[src/design/arwc_pkg.sv]
// shared types and constants for the add-rotate word cipher
// used by arwc_sched, arwc_round, add_rotate_word_cipher and arwc_checker
`timescale 1ns / 1ps

package arwc_pkg;

    localparam int WORD_W         = 32;
    localparam int NUM_ROUNDS_DEF = 64;
    localparam int ROT_AMT        = 3;

    localparam logic [WORD_W-1:0] SCHED_ADD = 32'h06DC597F;
    localparam logic [WORD_W-1:0] SCHED_MUL = 32'h5851F42D;

    localparam logic OP_ENCRYPT = 1'b0;
    localparam logic OP_DECRYPT = 1'b1;

    // control that travels alongside each word through the round pipeline
    typedef struct packed {
        logic valid;
        logic op;
        logic last;
    } t_stage_ctl;

endpackage

[src/design/arwc_round.sv]
// one registered round of the cipher pipeline, encrypt or decrypt per word
// depends on arwc_pkg
`timescale 1ns / 1ps

module arwc_round (
    input  logic                          i_clk,
    input  logic                          i_rst_n,
    input  logic                          i_ce,
    input  arwc_pkg::t_stage_ctl          i_ctl,
    input  logic [arwc_pkg::WORD_W-1:0]   i_data,
    input  logic [arwc_pkg::WORD_W-1:0]   i_enc_word,
    input  logic [arwc_pkg::WORD_W-1:0]   i_dec_word,
    output arwc_pkg::t_stage_ctl          o_ctl,
    output logic [arwc_pkg::WORD_W-1:0]   o_data
);
    import arwc_pkg::*;

    t_stage_ctl        r_ctl;
    logic [WORD_W-1:0] r_data, n_data;
    logic [WORD_W-1:0] w_sum;
    logic [WORD_W-1:0] w_enc;
    logic [WORD_W-1:0] w_rotr;
    logic [WORD_W-1:0] w_dec;

    // encrypt: add then rotate left; decrypt: rotate right then subtract
    assign w_sum  = i_data + i_enc_word;
    assign w_enc  = {w_sum[WORD_W-ROT_AMT-1:0], w_sum[WORD_W-1:WORD_W-ROT_AMT]};
    assign w_rotr = {i_data[ROT_AMT-1:0], i_data[WORD_W-1:ROT_AMT]};
    assign w_dec  = w_rotr - i_dec_word;
    assign n_data = (i_ctl.op == OP_DECRYPT) ? w_dec : w_enc;

    always_ff @(posedge i_clk) begin
        if (!i_rst_n) begin
            r_ctl <= '0;
        end else if (i_ce) begin
            r_ctl <= i_ctl;
        end
    end

    always_ff @(posedge i_clk) begin
        if (i_ce) begin
            r_data <= n_data;
        end
    end

    assign o_ctl  = r_ctl;
    assign o_data = r_data;

endmodule

[config.mk]
export PLATFORM = sky130hd
export DESIGN_NAME = arwc_round
export DESIGN_NICKNAME = d
export VERILOG_FILES = /design/src/design/arwc_pkg.sv /design/src/design/arwc_round.sv
export SDC_FILE = /design/constraint.sdc
export NUM_CORES = 1
export LEC_CHECK = 0
export ABC_AREA = 1
export BUFFER_PORTS_ARGS = -buffer_cell sky130_fd_sc_hd__buf_2
export CORE_MARGIN = 2
export CORE_UTILIZATION = 50
export CTS_CLUSTER_SIZE = 14
export DETAILED_ROUTE_END_ITERATION = 7
export MAX_ROUTING_LAYER = met4
export PLACE_DENSITY = 0.74
export SYNTH_ARGS = -nofsm -noshare
export SYNTH_HDL_FRONTEND = slang
export SYNTH_SLANG_ARGS = --single-unit
[constraint.sdc]
create_clock -name i_clk -period 2.2 [get_ports i_clk]
set_input_delay 0.66 -clock i_clk [delete_from_list [all_inputs] [get_ports i_clk]]
set_output_delay 0.66 -clock i_clk [all_outputs]
set_load 0.02 [all_outputs]
Yosys cells after proc, flatten, opt, wreduce, memory -nomap -nowiden
Cells that the tools add are included.
Word-level totals
  flip-flop bits (word level): 35
  input port bits: 102
  output and inout port bits: 35
Operators by class
  add/sub/neg operators: 2
  mux-type cells: 1
Operator list (count)
  $add A32 B32 Y32: 1
  $mux W32: 1
  $sub A32 B32 Y32: 1

Logic depth before layout (Yosys ltp)
Gate-level depths: netlist of run 1.
  depth in word-level cells: 2
  gate-level depth with buffers: 15
  gate-level depth less buffers: 15

Worst setup path before layout of run 1
OpenSTA, ideal clock, no wires.
  path kind: in2reg
  start point: input i_data[3] (netlist bit)
  end point: register r_data[28] (netlist: o_data[28]) (data pin)
  setup time: 0.254 ns
  arrival: 1.986 ns
  required time: 1.946 ns
  setup slack: -0.039 ns
  cell stages on the path: 13
  cells stage by stage: inv_1 -> ha_1 -> fa_1 -> inv_1 -> nand3_1 -> nand3_1 -> nand3_1 -> nand3_1 -> nand2_1 -> nand2_1 -> nand2_1 -> nand3_1 -> nand2_1
On the way
  longest elaborated chain between the ends: 2
  elaborated cells between the ends (all ways): 3
Ends and longest elaborated chain
  from (decl): line arwc_round.sv:10  | input logic [arwc_pkg::WORD_W-1:0] i_data,
  $add A32 B32 Y32 or $sub A32 B32 Y32 (tied branches): line arwc_round.sv:26, arwc_round.sv:29
  $mux W32 *: line arwc_round.sv:30  | assign n_data = (i_ctl.op == OP_DECRYPT) ? w_dec : w_enc;
  net n_data[28]: line arwc_round.sv:19  | logic [WORD_W-1:0] r_data, n_data;
  to (signal assigned): line arwc_round.sv:42  | r_data <= n_data;
  to (decl): line arwc_round.sv:19
The timed path passes the listed nets; every way through them passes the cells marked *.
A chain may end at the register's enable or synchronous reset.

Worst setup path after layout of run 1
  start point: input i_data[4] (netlist bit)
  end point: register r_data[9] (netlist: o_data[9]) (data pin)
Same word-level chain as after synthesis.

==> flow_summary.toml, run 1 <==
[logic_synthesis]
synthFlopType = "edfxtp_1"
synth_top_area_cell = "nand2_1"
synth.most_common_cell = "nand2_1"
yosys-top-cells-area = "nand2_1 28%, inv_1 16%, edfxtp_1 15%, ha_1 12%, nand3_1 6.7%"
syn-num-nets = 1335
synth_area_um2 = 6300
yosysUniqueCellTypes = 32
synth_top_area_frac = 0.280
ys_async_sr_fraction = 0
yosys-top-cells-count = "470 x nand2_1, 265 x inv_1, 86 x nor2_1"
synth_seq_cells = 35
synthCells = 1169
syn_avg_cell_area_um2 = 5.39
yosysWarnings = 0
synth-edff-count = 32
ys_seq_area_frac = 0.162

[place]
dp_cells = 1589
io_buffers = 136
pre_cts_slack_ns = -0.314
post_dp_cell_area_um2 = 8110
place_hpwl_um = 19500
globalplace.congestion = 0.990

[clocking]
clk_pin_slew_ns = 0.06
clockBufferDepth = 2
clock_latency_ns = 0.29
cts_root_buf = "clkbuf_16"
cts_tree = "yes"
clock_sinks = 35
ctsHoldBuffers = 0
cts_made_buffers = 5
cts_htree_levels = 2

[grt]
grt_max_degree = 21
grt_pass1_vias = 7087
gr-total-overflow = 0
grt_usage = 0.342
antenna_found_initial = 0
grt_first_pass_wirelength_um = 33900

[route]
ant_nets = 0
routed.top_layer = "met4"
met3_length_um = 1420
route.detailed.drc = 0
wl_met1_um = 10400
drt_wl_total_um = 23400
route.vias.total = 7923
wl_met2_um = 10800
first_iter_violations = 561
wl_per_cell_um = 14.6
firstDrtPassIters = 5
post_drt_via_cell_ratio = 4.95

[sta]
fin_crit_ns = 2.13
hold_viol = 0
skew_ns = 0
finalWorstSetupSlack_ns = 0.0671
fmax_mhz = 469
finalSetupViolCount = 0
tightest_slew_ns = 0.515
relSlewSlack = 0.653
fin_crit_sh = 0.970
slew_violations = 0
whs_ns = 0.503
rsz0062_at_grt = "yes"

[outcome]
status = "finished clean"

[worst_setup_path]
path_class = "in2reg"
startpoint_type = "input pin"
crit_path_end_kind = "flip-flop"
critPathMaxFanout = 5
arrival_ns = 2.16
worstPathRequired_ns = 2.23

[finish]
regArea_um2 = 1020
instances_no_fill = 1600
design_area_um2 = 8920
fin_nets = 1597
drive_gt1_frac = 0.276
multi_input_area_um2 = 4900
num_antenna_cells = 0
syn_to_final_growth_pct = 41.7
nFillCells = 1110

[floorplan]
rows = 40
die-area_um2 = 13500
ios = 137
start_util = 0.518
dieWidth_um = 116
chipHeight_um = 116
core-area_um2 = 12200

[power]
ir_worst_vdd_v = 0.000256
p_leak_nw = 5.29
cellPowerDensity_nw_per_um2 = 430

[flow_run]
max-cap-violations = 0

[hold_path]
min_path_type = "reg2reg"
==> worst paths after layout <==
path,startpoint,end,slack (ns),depth (start not counted)
setup reg to reg,o_ctl[1],o_ctl[1],1.57,2
setup / recovery,i_data[4],o_data[9],0.07,9
hold reg to reg,o_ctl[2],o_ctl[2],0.50,2
hold / removal,o_ctl[2],o_ctl[2],0.50,2
==> through the flow <==
stage | power (mW) | TNS, ns | utilization
5_1_grt | 4.08 | -0.0704 | 0.733
2_1_floorplan | 2.04 | 0 | -
4_1_cts | 3.60 | 0 | 0.678
6_report | 3.84 | 0 | 0.733
3_5_place_dp | 2.90 | -7.01 | 0.667
3_3_place_gp | 2.88 | -6.14 | 0.667
==> area by class of cell <==
| type | count | share of cell area |
|---|---|---|
| Clock inverter | 2 | 0.000842 |
| Multi-Input combinational cell | 859 | 0.550 |
| Clock buffer | 6 | 0.0145 |
| Inverter | 269 | 0.113 |
| Timing Repair Buffer | 261 | 0.184 |
| Sequential cell | 35 | 0.114 |
| Tap cell | 168 | 0.0236 |
==> state kept, by name (all words and copies together), names as in the netlist <==
signal,count
o_data,32
o_ctl,3
==> metal layers <==
metal	global-route usage	vias to the layer above
met2	0.555	260
met4	0.110	0
met3	0.0457	40
met5	-	-
met1	0.444	3517
li1	-	4106
==> layout by cell type (no fill, tap or decap), types with 2 or more instances in the layout <==
cell type and n:
nand2_1 453, inv_1 263, buf_2 135, buf_4 124
nor2_1 70, nand3_1 65, a21oi_1 50, ha_4 32
edfxtp_1 32, o21ai_0 31, nand2_2 24, ha_1 23
nand3_2 18, nor2_2 18, nand4_1 9, nand3b_1 8
and2_1 7, ha_2 7, a21oi_2 6, inv_2 5
clkbuf_16 5, nor3_2 4, o21bai_1 4, nor3_1 4
xor2_1 4, or2_2 4, clkinv_1 3, dfxtp_1 3
nand2_4 2, nor3_4 2, o21ai_2 2, xnor2_1 2
a21o_1 2, fa_2 2
==> where the power goes <==
group | switching [mW] | internal [mW]
Combinational | 1.32 | 0.936
Clock | 0.291 | 0.413
Sequential | 0.0334 | 0.842
Total | 1.65 | 2.19
==> cells by family after synthesis <==
kind of cell,share of synthesized area
buffers and inverters,0.165
XOR/XNOR,0.00974
AO/OA/AOI/OAI,0.0803
adder cells (fa/ha/maj),0.130
flip-flops,0.162
AND/OR/NAND/NOR,0.454
==> worst max-delay path: stages <==
cell and delay [ns]:
buf_2 0.13, ha_2 0.32, nand2_1 0.16, inv_1 0.05
nand2_1 0.10, nand3_2 0.13, o21ai_0 0.35, buf_4 0.17
o21ai_0 0.07
==> timing repair <==
item,in CTS,in global routing
resized for setup,2,109
setup endpoints to repair,3,28
pin swaps,0,10
setup buffers,0,3
Note: power is estimated with default switching activity, not from simulation.
==> run 2: changes to the inputs <==
Settings changed: ABC_AREA 1 to default, CORE_UTILIZATION 50 to 49, PLACE_DENSITY 0.74 to 0.76.
==> run 2 against run 1 <==
  * The run now ends with negative setup slack left
  * Hold slack better by 0.014 ns
  * Die area is 24% lower
  * Final cell count decreased by 37%
  * Combinational power grew 8%
  * Synthesized cell count down 51%
  * Utilization is 13 points higher
  * Critical path type unchanged
  * Largest power group unchanged
==> flow_summary.toml, run 2 <==
[finish]
fin_nets = 1067
multi_input_area_um2 = 4140
nFillCells = 513
syn_to_final_growth_pct = 72.0
layout_commonest_cell = "buf_4"
num_antenna_cells = 0
largest_reg_flops = 32
regArea_um2 = 1020
instances_no_fill = 1013
drive_gt1_frac = 0.506
mostFrequentLayoutCells = "178 x buf_4, 124 x buf_2, 53 x a21oi_1, 40 x nor2_1, 40 x ha_1"

[logic_synthesis]
synth_area_um2 = 4640
ys_seq_area_frac = 0.220
syn_avg_cell_area_um2 = 8.07
yosysWarnings = 0
yosysUniqueCellTypes = 59
synth_top_area_cell = "edfxtp_1"
synth-edff-count = 32
yosys-top-cells-count = "67 x a21oi_1, 62 x ha_1, 48 x inv_1"
synth.most_common_cell = "a21oi_1"
ys_async_sr_fraction = 0
syn-num-nets = 741
synth_seq_cells = 35
yosys-top-cells-area = "edfxtp_1 21%, ha_1 17%, a21oi_1 7.2%, xnor2_1 5.1%, xor2_1 4.7%"
synth_top_area_frac = 0.207
synthCells = 575
synthFlopType = "edfxtp_1"

[sta]
fin_crit_sh = 1.35
relSlewSlack = 0.603
hold_viol = 0
rsz0062_at_grt = "yes"
tightest_slew_ns = 0.596
fmax_mhz = 337
slew_violations = 0
finalSetupViolCount = 29
finalWorstSetupSlack_ns = -0.772
fin_crit_ns = 2.97
skew_ns = 0

[worst_setup_path]
crit_top_cell = "nand2_1"
critPathLaunch = "i_data[9]"
max_stage_delay_ns = 0.33
crit_path_end_kind = "flip-flop"
crit_chain = "buf_2 -> ha_4 -> nand2_1 -> o21ai_0 -> buf_4 -> nand2_1 -> a31oi_2 -> o21ai_2 -> o31a_1 -> buf_6 -> a211oi_4 -> xnor2_1 -> mux2i_1"
timing.rr.start = "o_ctl[2]"
worstPathRequired_ns = 2.23
path_class = "in2reg"
critPathSlowestCell = "o21ai_0"
critPathMaxFanout = 5
startpoint_type = "input pin"
arrival_ns = 3.00

[hold_path]
min_from = "o_ctl[0]"
min_path_type = "reg2reg"

[clocking]
cts_made_buffers = 5
cts_tree = "yes"
cts_root_buf = "clkbuf_8"
clock_latency_ns = 0.29
clk_pin_slew_ns = 0.08
clockBufferDepth = 2
cts_htree_levels = 2
clock_sinks = 35

[route]
wl_per_cell_um = 19.5
drt_wl_total_um = 19800
first_iter_violations = 373
firstDrtPassIters = 5
post_drt_via_cell_ratio = 5.92
route.detailed.drc = 0
ant_nets = 0
route.vias.total = 5994

[place]
place_hpwl_um = 13700
dp_cells = 975
io_buffers = 136
globalplace.congestion = 0.910

[grt]
gr-total-overflow = 0
grt_max_degree = 28
grt_usage = 0.369
antenna_found_initial = 0
grt_pass1_vias = 5929
grt_first_pass_wirelength_um = 28700

[floorplan]
rows = 35
chipHeight_um = 101
start_util = 0.504
dieWidth_um = 101
ios = 137
die-area_um2 = 10300
core-area_um2 = 9200

[power]
cellPowerDensity_nw_per_um2 = 483
p_total_mw = 3.85
ir_worst_vdd_v = 0.000282
p_leak_nw = 3.80

[outcome]
status = "complete, but fails checks"
violations = "negative setup slack"

[flow_run]
max-cap-violations = 0
[run 2: cells by family after synthesis]
group	synth area share
XOR/XNOR	0.0982
multiplexers	0.0218
AO/OA/AOI/OAI	0.275
adder cells (fa/ha/maj)	0.176
AND/OR/NAND/NOR	0.155
flip-flops	0.220
buffers and inverters	0.0542
[run 2: timing repair]
| action | 4_1_cts | 5_1_grt |
|---|---|---|
| pin swaps | 62 | 38 |
| endpoints found under the setup margin | 29 | 29 |
| gates resized for setup | 95 | 45 |
| hold buffers | 0 | 0 |
| buffers inserted | 21 | 13 |
[run 2: critical path: cells and delay by family]
kind	cells	cell delay (ns)
AOI/OAI and AO/OA	5	1.18
xor gates and xnor gates	1	0.14
adders and majority gates	1	0.30
buffers and inverters	3	0.46
muxes	1	0.08
and+or+nand+nor	2	0.18
[run 2: worst paths after layout]
path | to | slack (ns) | depth (start not counted)
worst max register to register | o_ctl[2] | 1.57 | 2
worst max-delay path | o_data[31] | -0.77 | 13
worst min-delay path | o_ctl[0] | 0.52 | 2
worst min register to register | o_ctl[0] | 0.52 | 2
[run 2: where the power goes]
group / switching [mW] / internal (mW) / total, mW / leakage, nW
sequential: 0.0382 / 0.859 / 0.897 / 0.338
clock: 0.302 / 0.227 / 0.530 / 0.0408
combinational: 1.26 / 1.17 / 2.43 / 3.42
total: 1.60 / 2.26 / 3.85 / 3.80
[run 2: layout make-up]
class                   count  area share
clock buffers               5     0.00863
clock inverters             3     0.00298
inverters                  48      0.0260
multi-input cells         476       0.519
flip-flops and latches     35       0.128
well taps                 111      0.0174
repair buffers            335       0.298
[run 2: metrics by stage]
stage                      util  TNS [ns]  setup WS [ns]  instance area (um2)  hold slack [ns]
after floorplan               -     -9.41         -0.656                 4960            0.589
after global placement    0.761    -22.23          -1.11                 7000            0.493
after detailed placement  0.761    -23.84          -1.20                 7000            0.504
after CTS                 0.837    -11.55         -0.717                 7700            0.522
after global routing      0.867    -16.71         -0.863                 7980            0.557
final                     0.867    -15.77         -0.772                 7980            0.517
[run 2: routing by layer]
layer | track usage | vias to the layer above | wire length [um]
li1 | - | 2750 | -
met1 | 0.425 | 2776 | 7420
met2 | 0.639 | 361 | 9880
met3 | 0.0462 | 107 | 1400
met4 | 0.168 | 0 | 1060
met5 | - | - | 0
==> run 3: changes to the inputs <==
Settings changed: CORE_MARGIN 2 to 10.
==> run 3 against run 2 <==
  * The run ends with design-rule violations, negative setup slack left
  * Routed wire length is 10% higher
  * Register-to-register slack better by 0.03 ns
  * Combinational power is 2% higher
  * Clock power is 19% higher
  * Total power is 4.2% higher
  * Clock skew stayed put
  * Via count is 2.7% higher
  * Global-route usage is 11 points lower
  * Critical path depth is 1 lower
  * Count of clock-buffer cells in the layout is 1 higher
  * Die area is 34% higher
  * Highest routed layer unchanged
==> flow_summary.toml, run 3 (same netlist as run 2, synthesis figures left out) <==
[floorplan]
chipHeight_um = 117
dieWidth_um = 117
rows = 35
ios = 137
start_util = 0.502
die-area_um2 = 13800
core-area_um2 = 9240

[sta]
fmax_mhz = 341
slew_violations = 0
rsz0062_at_grt = "yes"
tightest_slew_ns = 0.472
relSlewSlack = 0.677
fin_crit_ns = 2.93
skew_ns = 0
fin_crit_sh = 1.33
finalWorstSetupSlack_ns = -0.731
finalSetupViolCount = 29
hold_viol = 0
setup_tns_ns = -14.76

[worst_setup_path]
critPathSlowestCell = "fa_2"
crit_path_end_kind = "flip-flop"
crit_chain = "buf_4 -> inv_1 -> fa_2 -> nand2b_4 -> a21oi_4 -> o211ai_1 -> a31oi_2 -> o21ai_2 -> o31a_1 -> a211oi_2 -> xnor2_1 -> mux2i_1"
path_buf_inv = 2
ff2ff_setup_slack_ns = 1.60
max_stage_delay_ns = 0.42
crit_path_end = "o_data[31]"
r2r_end = "o_ctl[0]"
critPathMaxFanout = 4
timing.rr.start = "o_ctl[0]"
critPathLaunch = "i_data[1]"
arrival_ns = 2.98
crit_family = "compound AO/OA/AOI/OAI gates"
startpoint_type = "input pin"
worstSetupPathDepth = 12
path_class = "in2reg"
r2r_cells = 2
worstPathRequired_ns = 2.25

[hold_path]
min_from = "o_ctl[1]"
worstHoldPathCells = 2
min_path_type = "reg2reg"

[finish]
fin_nets = 1067
num_antenna_cells = 0
drive_gt1_frac = 0.525
largest_reg_flops = 32
syn_to_final_growth_pct = 74.8
mostFrequentLayoutCells = "184 x buf_4, 120 x buf_2, 44 x a21oi_1, 42 x nor2_1, 40 x ha_1"
instances_no_fill = 1031
layout_commonest_cell = "buf_4"
nFillCells = 460

[grt]
grt_max_degree = 50
grt_first_pass_wirelength_um = 30300
grt_pass1_vias = 6261
gr-total-overflow = 0
grt_usage = 0.264
antenna_found_initial = 0

[outcome]
violations = "design-rule violations, negative setup slack"
status = "complete, but fails checks"

[power]
p_switching_mw = 1.61
clkPwrFrac = 0.157
p_comb_frac = 0.620
sequentialPowerShare = 0.223
swShare = 0.402
p_leak_nw = 3.85
cellPowerDensity_nw_per_um2 = 495
power.internal_mw = 2.40
ir_worst_vdd_v = 0.000295

[route]
post_drt_via_cell_ratio = 5.97
wl_per_cell_um = 21.1
ant_nets = 0
route.vias.total = 6158
first_iter_violations = 542
drt_wl_total_um = 21800
route.detailed.drc = 2
firstDrtPassIters = 8

[clocking]
clk_pin_slew_ns = 0.08
clock_latency_ns = 0.30
cts_root_buf = "clkbuf_8"
cts_htree_levels = 2
ctsHoldBuffers = 0
cts_made_buffers = 5
cts_tree = "yes"
clock_sinks = 35
clockBufferDepth = 2

[flow_run]
max-cap-violations = 0

[place]
dp_cells = 991
place_hpwl_um = 14000
io_buffers = 136
globalplace.congestion = 0.935
-- run 3: how the worst min path moves through the flow --
stage / to / slack [ns]
5_1_grt: o_ctl[1] / 0.57
4_1_cts: o_ctl[1] / 0.52
2_1_floorplan: o_ctl[0] / 0.59
3_5_place_dp: o_ctl[1] / 0.50
3_3_place_gp: o_ctl[1] / 0.49
6_report: o_ctl[1] / 0.53
-- run 3: per-stage QoR --
step | cell area (um2) | utilization | power, mW | setup WS, ns | hold WS, ns
2_1_floorplan | 4960 | - | 2.01 | -0.656 | 0.589
3_3_place_gp | 7000 | 0.758 | 2.80 | -1.03 | 0.494
3_5_place_dp | 7000 | 0.758 | 2.86 | -1.13 | 0.503
4_1_cts | 7650 | 0.828 | 3.67 | -0.600 | 0.524
5_1_grt | 8110 | 0.878 | 4.18 | -0.774 | 0.572
6_report | 8110 | 0.878 | 4.02 | -0.731 | 0.527
-- run 3: power by group through the flow --
stage	combinational, mW	sequential (mW)	clock [mW]
6_report	2.49	0.894	0.631
2_1_floorplan	0.982	1.03	0
4_1_cts	2.16	0.892	0.616
3_5_place_dp	1.96	0.903	0
3_3_place_gp	1.90	0.903	0
5_1_grt	2.63	0.902	0.648
-- run 3: area by class of cell --
class,count,area [um2],share of cell area
repair buffers,335,2360,0.291
flip-flops and latches,35,1020,0.126
inverters,48,205,0.0253
multi-input cells,476,4240,0.523
well taps,129,161,0.0199
clock inverters,2,35.0,0.00432
clock buffers,6,82.6,0.0102
-- run 3: worst min-delay path, cell delays in order (launching register included) --
cell and delay, ns:
dfxtp_1 0.33, mux2i_1 0.07, nor2b_1 0.10
-- run 3: what timing repair did --
| action | CTS | global route |
|---|---|---|
| setup endpoints to repair | 28 | 29 |
| buffers inserted | 19 | 18 |
| pin swaps | 73 | 81 |
| resized for setup | 84 | 76 |
-- run 3: metal layers --
| metal | vias to the layer above | global-route usage | share of wire |
|---|---|---|---|
| met2 | 418 | 0.454 | 0.49 |
| met5 | - | - | 0 |
| met4 | 0 | 0.117 | 0.064 |
| met3 | 137 | 0.0484 | 0.069 |
| met1 | 2857 | 0.291 | 0.38 |
| li1 | 2746 | - | - |
